[config.mk]
export PLATFORM = sky130hd
export DESIGN_NAME = bitmap_set_clear_find_first
export DESIGN_NICKNAME = d
export VERILOG_FILES = /design/src/hdl/bsc_pkg.sv /design/src/hdl/bsc_dp.sv /design/src/hdl/bsc_ctrl.sv /design/src/hdl/bitmap_set_clear_find_first.sv
export SDC_FILE = /design/constraint.sdc
export NUM_CORES = 2
export LEC_CHECK = 0
export BUFFER_PORTS_ARGS = -buffer_cell sky130_fd_sc_hd__buf_2
export CAP_MARGIN = 20
export CORE_UTILIZATION = 54
export DETAILED_ROUTE_END_ITERATION = 16
export GPL_ROUTABILITY_DRIVEN = 0
export GPL_TIMING_DRIVEN = 0
export PLACE_DENSITY = 0.83
export SLEW_MARGIN = 25
export SYNTH_ARGS = -nofsm -noshare
export SYNTH_HDL_FRONTEND = slang
export SYNTH_HIERARCHICAL = 1
export SYNTH_SLANG_ARGS = --single-unit
[constraint.sdc]
create_clock -name clk -period 5.7 [get_ports clk]
set_input_delay 0.855 -clock clk [delete_from_list [all_inputs] [get_ports clk]]
set_output_delay 0.855 -clock clk [all_outputs]
set_load 0.01 [all_outputs]
[src/hdl/bsc_pkg.sv]
// Shared types, widths and codes for the bitmap set/clear/find-first block.
package bsc_pkg;

	localparam int DEF_BITMAP_BITS = 1024;

	localparam int KIND_W  = 2;
	localparam int OFF_W   = 10;
	localparam int SW_W    = 11;
	localparam int POS_W   = 10;
	localparam int MAX_WIN = 1024;

	// Storage word and window-relative indexing
	localparam int WORD_W = 64;
	localparam int BIT_W  = 6;   // bit within a word
	localparam int SCAN_W = 6;   // word index reachable by offset + window
	localparam int IDX_W  = SCAN_W + BIT_W;

	localparam int IN_TDATA_W  = 24;
	localparam int OUT_TDATA_W = 16;

	typedef logic [KIND_W-1:0] kind_t;

	localparam kind_t KIND_CLEAR  = 2'd0;
	localparam kind_t KIND_SET    = 2'd1;
	localparam kind_t KIND_SEARCH = 2'd2;

	// Controller to datapath
	typedef struct packed {
		logic load;       // capture request fields
		logic sweep_wr;   // zero one word of the reset sweep
		logic rmw_rd;     // read word holding the addressed bit
		logic rmw_wr;     // write modified word back
		logic srch_rd;    // read first word of the window
		logic srch_next;  // advance to and read next word
		logic res_hit;    // capture search hit as result
		logic res_miss;   // capture empty result
		logic out_load;   // move result into output register
	} cmd_t;

	// Datapath to controller
	typedef struct packed {
		logic sweep_last;
		logic win_empty;
		logic hit;
		logic more;
	} sts_t;

endpackage

[src/hdl/bsc_dp.sv]
// Datapath: bitmap word memory, read-modify-write and windowed first-one search.
module bsc_dp import bsc_pkg::*; #(
	parameter int BITMAP_BITS = DEF_BITMAP_BITS
) (
	input  logic                   clk,
	input  logic                   arst_n,
	input  cmd_t                   cmd,
	output sts_t                   sts,
	input  kind_t                  in_kind,
	input  logic [OFF_W-1:0]       in_offset,
	input  logic [SW_W-1:0]        in_search_width,
	output logic                   out_found,
	output logic [POS_W-1:0]       out_position
);

	localparam int NUM_WORDS = (BITMAP_BITS + WORD_W - 1) / WORD_W;
	localparam int ADDR_W    = (NUM_WORDS > 1) ? $clog2(NUM_WORDS) : 1;

	logic [WORD_W-1:0] mem [NUM_WORDS];

	logic [OFF_W-1:0]  off_q;
	logic              bit_set_q;
	logic [IDX_W-1:0]  lim_q;
	logic [SCAN_W-1:0] scan_q;
	logic [ADDR_W-1:0] sweep_q;
	logic [WORD_W-1:0] rdata_q;
	logic              res_found_q;
	logic [POS_W-1:0]  res_pos_q;
	logic              out_found_q;
	logic [POS_W-1:0]  out_pos_q;

	logic [SW_W-1:0]   win_w;
	logic [IDX_W-1:0]  end_w;
	logic [IDX_W-1:0]  lim_w;
	logic [SCAN_W-1:0] scan_nxt;
	logic [SCAN_W-1:0] off_word;
	logic [ADDR_W-1:0] rd_addr;
	logic              rd_en;
	logic              in_range;
	logic [WORD_W-1:0] bit_mask;
	logic [WORD_W-1:0] wr_word;
	logic [BIT_W:0]    lo;
	logic [BIT_W:0]    hi;
	logic [WORD_W-1:0] hit_vec;
	logic [BIT_W-1:0]  hit_bit;
	logic [IDX_W-1:0]  hit_dist;

	// Window end clipped to the bitmap size; bits past it read as zero
	assign win_w = (in_search_width > SW_W'(MAX_WIN)) ? SW_W'(MAX_WIN) : in_search_width;
	assign end_w = IDX_W'(in_offset) + IDX_W'(win_w);
	assign lim_w = (32'(end_w) > BITMAP_BITS) ? IDX_W'(BITMAP_BITS) : end_w;

	assign off_word = SCAN_W'(off_q[OFF_W-1:BIT_W]);
	assign scan_nxt = scan_q + SCAN_W'(1);
	assign in_range = 32'(off_q) < BITMAP_BITS;

	always_comb begin
		if (cmd.srch_next) begin
			rd_addr = ADDR_W'(scan_nxt);
		end else if (cmd.srch_rd) begin
			rd_addr = ADDR_W'(scan_q);
		end else begin
			rd_addr = ADDR_W'(off_word);
		end
	end
	assign rd_en = cmd.rmw_rd | cmd.srch_rd | cmd.srch_next;

	assign bit_mask = WORD_W'(1) << off_q[BIT_W-1:0];
	assign wr_word  = bit_set_q ? (rdata_q | bit_mask) : (rdata_q & ~bit_mask);

	always_ff @(posedge clk) begin
		if (cmd.sweep_wr) begin
			mem[sweep_q] <= '0;
		end else if (cmd.rmw_wr && in_range) begin
			mem[ADDR_W'(off_word)] <= wr_word;
		end
		if (rd_en) begin
			rdata_q <= mem[rd_addr];
		end
	end

	// Valid bit range [lo, hi) of the current word
	always_comb begin
		lo = (scan_q == off_word) ? {1'b0, off_q[BIT_W-1:0]} : '0;
		hi = (scan_q == lim_q[IDX_W-1:BIT_W]) ? {1'b0, lim_q[BIT_W-1:0]} : (BIT_W+1)'(WORD_W);
		for (int b = 0; b < WORD_W; b++) begin
			hit_vec[b] = rdata_q[b] && ((BIT_W+1)'(b) >= lo) && ((BIT_W+1)'(b) < hi);
		end
	end

	always_comb begin
		hit_bit = '0;
		for (int b = WORD_W - 1; b >= 0; b--) begin
			if (hit_vec[b]) begin
				hit_bit = BIT_W'(b);
			end
		end
	end

	assign hit_dist = {scan_q, hit_bit} - IDX_W'(off_q);

	assign sts.sweep_last = (sweep_q == ADDR_W'(NUM_WORDS - 1));
	assign sts.win_empty  = (lim_q <= IDX_W'(off_q));
	assign sts.hit        = |hit_vec;
	assign sts.more       = ({scan_nxt, BIT_W'(0)} < lim_q);

	always_ff @(posedge clk or negedge arst_n) begin
		if (!arst_n) begin
			sweep_q <= '0;
		end else if (cmd.sweep_wr) begin
			sweep_q <= sweep_q + ADDR_W'(1);
		end
	end

	always_ff @(posedge clk) begin
		if (cmd.load) begin
			off_q     <= in_offset;
			bit_set_q <= (in_kind == KIND_SET);
			lim_q     <= lim_w;
			scan_q    <= SCAN_W'(in_offset[OFF_W-1:BIT_W]);
		end else if (cmd.srch_next) begin
			scan_q <= scan_nxt;
		end
		if (cmd.res_hit) begin
			res_found_q <= 1'b1;
			res_pos_q   <= hit_dist[POS_W-1:0];
		end else if (cmd.res_miss) begin
			res_found_q <= 1'b0;
			res_pos_q   <= '0;
		end
		if (cmd.out_load) begin
			out_found_q <= res_found_q;
			out_pos_q   <= res_pos_q;
		end
	end

	assign out_found    = out_found_q;
	assign out_position = out_pos_q;

endmodule

[src/hdl/bsc_ctrl.sv]
// Controller: reset sweep, request sequencing and output valid.
module bsc_ctrl import bsc_pkg::*; (
	input  logic  clk,
	input  logic  arst_n,
	input  logic  s_tvalid,
	output logic  s_tready,
	input  kind_t in_kind,
	output logic  m_tvalid,
	input  logic  m_tready,
	input  sts_t  sts,
	output cmd_t  cmd
);

	typedef enum logic [6:0] {
		S_SWEEP    = 7'b0000001,
		S_IDLE     = 7'b0000010,
		S_RMW_RD   = 7'b0000100,
		S_RMW_WR   = 7'b0001000,
		S_SRCH_RD  = 7'b0010000,
		S_SRCH_CHK = 7'b0100000,
		S_DONE     = 7'b1000000
	} state_t;

	state_t state_q, state_nxt;
	logic   m_valid_q;
	logic   accept;

	assign s_tready = (state_q == S_IDLE);
	assign accept   = s_tvalid && s_tready;

	always_comb begin
		state_nxt = state_q;
		cmd       = '0;
		unique case (state_q)
			S_SWEEP: begin
				cmd.sweep_wr = 1'b1;
				if (sts.sweep_last) begin
					state_nxt = S_IDLE;
				end
			end
			S_IDLE: begin
				if (accept) begin
					cmd.load = 1'b1;
					unique case (in_kind) inside
						KIND_CLEAR, KIND_SET: state_nxt = S_RMW_RD;
						KIND_SEARCH:          state_nxt = S_SRCH_RD;
						default: begin
							cmd.res_miss = 1'b1;
							state_nxt    = S_DONE;
						end
					endcase
				end
			end
			S_RMW_RD: begin
				cmd.rmw_rd = 1'b1;
				state_nxt  = S_RMW_WR;
			end
			S_RMW_WR: begin
				cmd.rmw_wr   = 1'b1;
				cmd.res_miss = 1'b1;
				state_nxt    = S_DONE;
			end
			S_SRCH_RD: begin
				if (sts.win_empty) begin
					cmd.res_miss = 1'b1;
					state_nxt    = S_DONE;
				end else begin
					cmd.srch_rd = 1'b1;
					state_nxt   = S_SRCH_CHK;
				end
			end
			S_SRCH_CHK: begin
				if (sts.hit) begin
					cmd.res_hit = 1'b1;
					state_nxt   = S_DONE;
				end else if (sts.more) begin
					cmd.srch_next = 1'b1;
				end else begin
					cmd.res_miss = 1'b1;
					state_nxt    = S_DONE;
				end
			end
			S_DONE: begin
				if (!m_valid_q || m_tready) begin
					cmd.out_load = 1'b1;
					state_nxt    = S_IDLE;
				end
			end
			default: state_nxt = S_IDLE;
		endcase
	end

	always_ff @(posedge clk or negedge arst_n) begin
		if (!arst_n) begin
			state_q   <= S_SWEEP;
			m_valid_q <= 1'b0;
		end else begin
			state_q <= state_nxt;
			if (cmd.out_load) begin
				m_valid_q <= 1'b1;
			end else if (m_tready) begin
				m_valid_q <= 1'b0;
			end
		end
	end

	assign m_tvalid = m_valid_q;

endmodule

[src/hdl/bitmap_set_clear_find_first.sv]
// Top level of the bitmap set/clear/find-first block.
// A bitmap of BITMAP_BITS bits lives in a memory of 64-bit words. Each request
// clears one bit, sets one bit, or searches [offset, offset+search_width) for
// its first one and returns the distance from offset (width clipped to 1024,
// bits past the bitmap end read as zero). Every request gives exactly one
// result; set, clear and the unused kind return found=0, position=0.
// After reset the block zeroes the memory one word per cycle with s_tready low.
// Set and clear read the word, write it back and hand off the result. A search
// reads one word per cycle through the single memory read port, up to the hit:
// at most 16 words with the default 1024-bit bitmap, 17 when a larger bitmap
// lets an unaligned 1024-bit window span 17 words; an empty window reads no
// word. One request is in flight at a time; the next is taken while the
// previous result still waits in the output register.
module bitmap_set_clear_find_first import bsc_pkg::*; #(
	parameter int BITMAP_BITS = DEF_BITMAP_BITS
) (
	input  logic                   clk,
	input  logic                   arst_n,
	input  logic                   s_tvalid,
	output logic                   s_tready,
	input  logic [IN_TDATA_W-1:0]  s_tdata,   // kind[1:0], offset[11:2], search_width[22:12]
	output logic                   m_tvalid,
	input  logic                   m_tready,
	output logic [OUT_TDATA_W-1:0] m_tdata    // found[0], position[10:1]
);

	cmd_t            cmd;
	sts_t            sts;
	kind_t           in_kind;
	logic [OFF_W-1:0] in_offset;
	logic [SW_W-1:0]  in_search_width;
	logic            out_found;
	logic [POS_W-1:0] out_position;

	// Request unpacking
	assign in_kind         = s_tdata[KIND_W-1:0];
	assign in_offset       = s_tdata[KIND_W+OFF_W-1:KIND_W];
	assign in_search_width = s_tdata[KIND_W+OFF_W+SW_W-1:KIND_W+OFF_W];

	bsc_ctrl u_ctrl (
		.clk      (clk),
		.arst_n   (arst_n),
		.s_tvalid (s_tvalid),
		.s_tready (s_tready),
		.in_kind  (in_kind),
		.m_tvalid (m_tvalid),
		.m_tready (m_tready),
		.sts      (sts),
		.cmd      (cmd)
	);

	bsc_dp #(
		.BITMAP_BITS (BITMAP_BITS)
	) u_dp (
		.clk             (clk),
		.arst_n          (arst_n),
		.cmd             (cmd),
		.sts             (sts),
		.in_kind         (in_kind),
		.in_offset       (in_offset),
		.in_search_width (in_search_width),
		.out_found       (out_found),
		.out_position    (out_position)
	);

	// Result packing, upper bits zero
	assign m_tdata = {(OUT_TDATA_W-1-POS_W)'(0), out_position, out_found};

endmodule

==> results of run 1 <==
## metrics by stage
| step | instances | hold slack [ns] | instance area [um2] |
|---|---|---|---|
| 4_1_cts | 4473 | 0.0450 | 58600 |
| 3_5_place_dp | 4226 | 0.405 | 52800 |
| 3_3_place_gp | 4162 | 0.404 | 51000 |
| 2_1_floorplan | 2947 | 0.400 | 49300 |
## cell families after synthesis
logic type,count (synthesis)
flip-flops,1151
adder cells (fa/ha/maj),39
XOR/XNOR,25
multiplexers,337
AO/OA/AOI/OAI,530
other,2
AND/OR/NAND/NOR,624
buffers and inverters,235
## timing repair
item / in CTS
pin swaps: 43
hold buffers: 0
cloned: 11
gates resized for setup: 452
endpoints found under the setup margin: 134
setup buffers: 46
endpoints found under the hold margin: 0
==> results.py, run 1 <==
metrics = {
    "placement": {
        "dp_hpwl_um": 90000,
        "dp_slack_ns": -3.03,
        "portBuffers": 39,
    },
    "logic_synthesis": {
        "synthTopCellsByArea": "edfxtp_1 (69%), mux4_2 (12%), a21oi_1 (2.0%)",
        "seq_area_frac_synth_pct": 69.9,
        "muxShareOfSynthArea_pct": 13.3,
        "synth-edff-count": 1136,
        "synth_top_cell_by_area": "edfxtp_1",
        "ys_seq_elements": 1151,
        "syn_avg_cell_area_um2": 16.8,
        "yosysTopAreaCellShare_pct": 69.2,
        "netlist_area_um2": 49300,
        "synth_fa_ha_area_share_pct": 1.02,
        "synth-async-reset-ratio_pct": 1.04,
        "postSynthCellCount": 2943,
        "yosys.area_share.simple_pct": 6.49,
        "yosysWarnings": 6,
        "synth_top_family_by_area": "multiplexers",
        "yosysUniqueCellTypes": 97,
        "synth_xor_area_share_pct": 0.444,
        "yosysMostFrequentCell": "edfxtp_1",
        "synth_flop_cell": "edfxtp_1",
        "synth-compound-area-share_pct": 6.80,
        "synthTopCellsByCount": "edfxtp_1 (1136), mux4_2 (256), a21oi_1 (193)",
    },
    "run_status": {
        "status": "did not finish",
        "tool.error": "[ERROR GRT-0183] Net u_dp/_0466_: the 3D maze router ran out of legal paths (heap underflow) - the net is boxed in by local congestion or blockages.",
        "stop_stage": "global routing (5_1_grt)",
    },
    "floorplan": {
        "initial_utilization_pct": 54.6,
        "ios": 46,
        "placementRows": 110,
        "die_width_um": 304,
        "die_y_um": 304,
    },
    "clock_tree": {
        "cts_sinks": 1151,
        "clock_path_buffers": 3,
        "cts_buffers": 107,
        "h-tree-depth": 3,
        "cts-root-buf": "clkbuf_16",
    },
    "global_route": {
        "antenna_found_initial": 19,
        "grt_max_degree": 36,
    },
    "sta": {
        "crit_endpoint": "u_dp/rdata_q[55]$_DFFE_PP_/D",
        "worst-ep-kind": "register data pin",
    },
}
==> inputs of run 2 (changes only) <==
CORE_UTILIZATION = 39   (was 54)
PLACE_DENSITY = not set   (was 0.83)
PLACE_DENSITY_LB_ADDON = 0.15   (was not set)
clock period = 7.4 ns   (was 5.7 ns; I/O delays follow)
==> results.py, run 2 <==
metrics = {
    "run_status": {
        "status": "completed",
    },
    "sta": {
        "fmax_mhz": 136,
        "period_share_pct": 99.3,
        "rsz0062_at_grt": "yes",
        "finalSetupViolCount": 0,
        "drv_slew": 0,
        "maxSlewHeadroom_pct": 32.1,
        "fin_skew_ns": 0.0306,
        "hold_violations": 0,
        "fin_setup_tns_ns": 0,
        "tightest_slew_ns": 1.02,
        "whs_ns": 0.256,
        "fin_crit_ns": 7.35,
    },
    "worst_setup_path": {
        "r2r_slack_ns": 0.05,
        "critical_path.endpoint_type": "flop",
        "timing.rr.end": "u_dp/rdata_q[58]$_DFFE_PP_",
        "start_kind": "flop",
        "crit_type": "flop to flop",
        "cp_max_fo": 10,
        "cp.required_ns": 7.83,
        "r2r_cells": 23,
        "worstPathArrival_ns": 7.78,
        "endpoint": "u_dp/rdata_q[58]$_DFFE_PP_",
        "timing.rr.start": "u_dp/off_q[6]$_DFFE_PP_",
        "startpoint": "u_dp/off_q[6]$_DFFE_PP_",
    },
    "logic_synthesis": {
        "synthTopCellsByCount": "edfxtp_1 (1136), mux4_2 (256), a21oi_1 (193)",
        "yosysTopAreaCellShare_pct": 69.2,
        "syn_avg_cell_area_um2": 16.8,
        "yosysWarnings": 6,
        "seq_area_frac_synth_pct": 69.9,
        "synth_flop_cell": "edfxtp_1",
        "yosysUniqueCellTypes": 97,
        "synth-edff-count": 1136,
        "ys_seq_elements": 1151,
        "yosysMostFrequentCell": "edfxtp_1",
        "postSynthCellCount": 2943,
        "netlist_area_um2": 49300,
        "synth-async-reset-ratio_pct": 1.04,
        "synthTopCellsByArea": "edfxtp_1 (69%), mux4_2 (12%), a21oi_1 (2.0%)",
        "synth_top_cell_by_area": "edfxtp_1",
    },
    "placement": {
        "dp_hpwl_um": 97700,
        "placed_area_um2": 53600,
        "portBuffers": 39,
    },
    "power": {
        "power.density_nw_per_um2": 315,
        "vdd_drop_max_uv": 193,
        "p_leak_nw": 19.9,
    },
    "route": {
        "viasPerCell": 5.90,
        "drtPass1Iterations": 7,
        "wl_um": 141000,
        "ant_nets": 0,
        "post_drt_wl_per_cell_um": 28.6,
        "vias": 29100,
        "drtIter0Drc": 3584,
        "drc_errors": 0,
    },
    "layout": {
        "fin_nets": 3247,
        "fillers": 10700,
        "syn_to_final_growth_pct": 17.3,
        "largest_reg_flops": 1024,
        "final_layout_size_suffix_gt1_share_pct": 23.7,
        "final_common_cell": "edfxtp_1",
        "fin_area_um2": 57800,
        "reg_top3": "u_dp/mem x1024, u_dp/rdata_q x64, u_dp/lim_q x12",
        "regMostFlops": "u_dp/mem",
        "layout_common_cells": "edfxtp_1 (1136), mux4_2 (256), nand2_1 (164)",
    },
    "global_route": {
        "antenna_found_initial": 5,
        "grt_pass1_wl_um": 202000,
        "grt_max_degree": 45,
        "first_global_vias": 28600,
        "groute.usage.overall_pct": 22.0,
        "grt-ovfl-total": 0,
    },
    "clock_tree": {
        "clock_path_buffers": 3,
        "cts_tree": "yes",
        "cts_sinks": 1151,
        "h-tree-depth": 3,
        "clkTransAtPathRegs_ns": 0.06,
        "cts_buffers": 115,
        "clk_latency_ns": 0.74,
        "cts-root-buf": "clkbuf_16",
        "cts_hold_buffers": 0,
    },
    "floorplan": {
        "die_width_um": 358,
        "core_um2": 126000,
        "ios": 46,
        "placementRows": 130,
        "initial_utilization_pct": 39.3,
        "die_area_um2": 128000,
        "die_y_um": 358,
    },
    "min_path": {
        "hold_path.class": "input pin to async pin",
    },
    "run": {
        "drv_cap": 0,
    },
}
## run 2: cell counts after synthesis
No cell type changed its count.
## run 2: layout make-up
type                       instances  area (um2)  share of cell area [%]
antenna                            1        2.50                 0.00433
buffer                           187         987                    1.71
clock buffer                     134        3010                    5.21
clock inverter                    80         837                    1.45
inverter                          47         178                   0.307
multi-input combinational       1561       14300                    24.8
sequential                      1151       34500                    59.6
tap                             1650        2060                    3.57
timing repair buffer             117        1970                    3.40
## run 2: layer usage
metal	vias up	part of all wire [%]	GRT usage (%)
met2	1315	48	35.8
met5	-	0	0
met1	15100	42	30.3
met3	312	7.0	3.56
met4	0	3.3	7.17
li1	12300	-	-
## run 2: power breakdown
part	switching [mW]	internal, mW
registers	0.210	7.48
clock network	2.47	3.46
logic	2.95	1.64
## run 2: stage by stage
stage	setup WS, ns	util (%)	std cells	total power, mW
floorplan	1.68	-	2947	10.6
finish	0.0511	46.1	4928	18.2
global route	-0.0438	46.1	4927	18.8
detailed placement	-1.61	42.7	4708	12.2
CTS	0.00307	45.9	4922	18.2
global placement	-2.20	41.1	4636	12.2
## run 2: worst min path at each step
| stage | from | to | slack [ns] | cells past startpoint |
|---|---|---|---|---|
| after floorplan | u_dp/res_pos_q[0]$_SDFFCE_PN0P_ | u_dp/out_position[0]$_DFFE_PP_ | 0.40 | 0 |
| after global placement | u_dp/res_pos_q[0]$_SDFFCE_PN0P_ | u_dp/out_position[0]$_DFFE_PP_ | 0.41 | 0 |
| after detailed placement | u_dp/res_pos_q[8]$_SDFFCE_PN0P_ | u_dp/out_position[8]$_DFFE_PP_ | 0.41 | 0 |
| after CTS | arst_n | u_ctrl/m_tvalid$_DFFE_PN0P_ | 0.21 | 1 |
| after global routing | arst_n | u_ctrl/state_q[1]$_DFFE_PN0P_ | 0.25 | 1 |
| final | arst_n | u_ctrl/state_q[1]$_DFFE_PN0P_ | 0.26 | 1 |
## run 2: critical path, cell delays in order (launching register included)
cell and delay [ns]:
edfxtp_1 0.46, inv_1 0.14, ha_1 0.41, nor3b_4 0.43, nand3_1 0.25, o21ai_0 0.66
a21oi_1 0.17, o21ai_0 0.43, o21ai_0 0.24, or2_2 0.34, nor3_1 0.25, nand2_1 0.17
nor2b_1 0.21, nand4_2 0.19, inv_1 0.24, clkbuf_2 0.29, nand2_1 0.10, o21ai_2 0.23
clkbuf_8 0.33, buf_4 0.31, clkbuf_4 0.34, mux4_2 0.34, mux2i_1 0.27, a21oi_1 0.19
## run 2: what timing repair did
item | 4_1_cts | 5_1_grt
cloned | 0 | 1
setup buffers | 0 | 4
resized for setup | 87 | 67
setup endpoints to repair | 64 | 64
## run 2: cell families (layout without fill, tap and decap cells)
family | Yosys count | count (layout) | synth area share, %
AO/OA/AOI/OAI | 530 | 530 | 6.80
XOR/XNOR | 25 | 25 | 0.444
adder cells (fa/ha/maj) | 39 | 39 | 1.02
buffers and inverters | 235 | 565 | 1.98
flip-flops | 1151 | 1151 | 69.9
multiplexers | 337 | 337 | 13.3
other | 2 | 7 | 0.0152
AND/OR/NAND/NOR | 624 | 624 | 6.49
(Power assumes the default switching activity.)
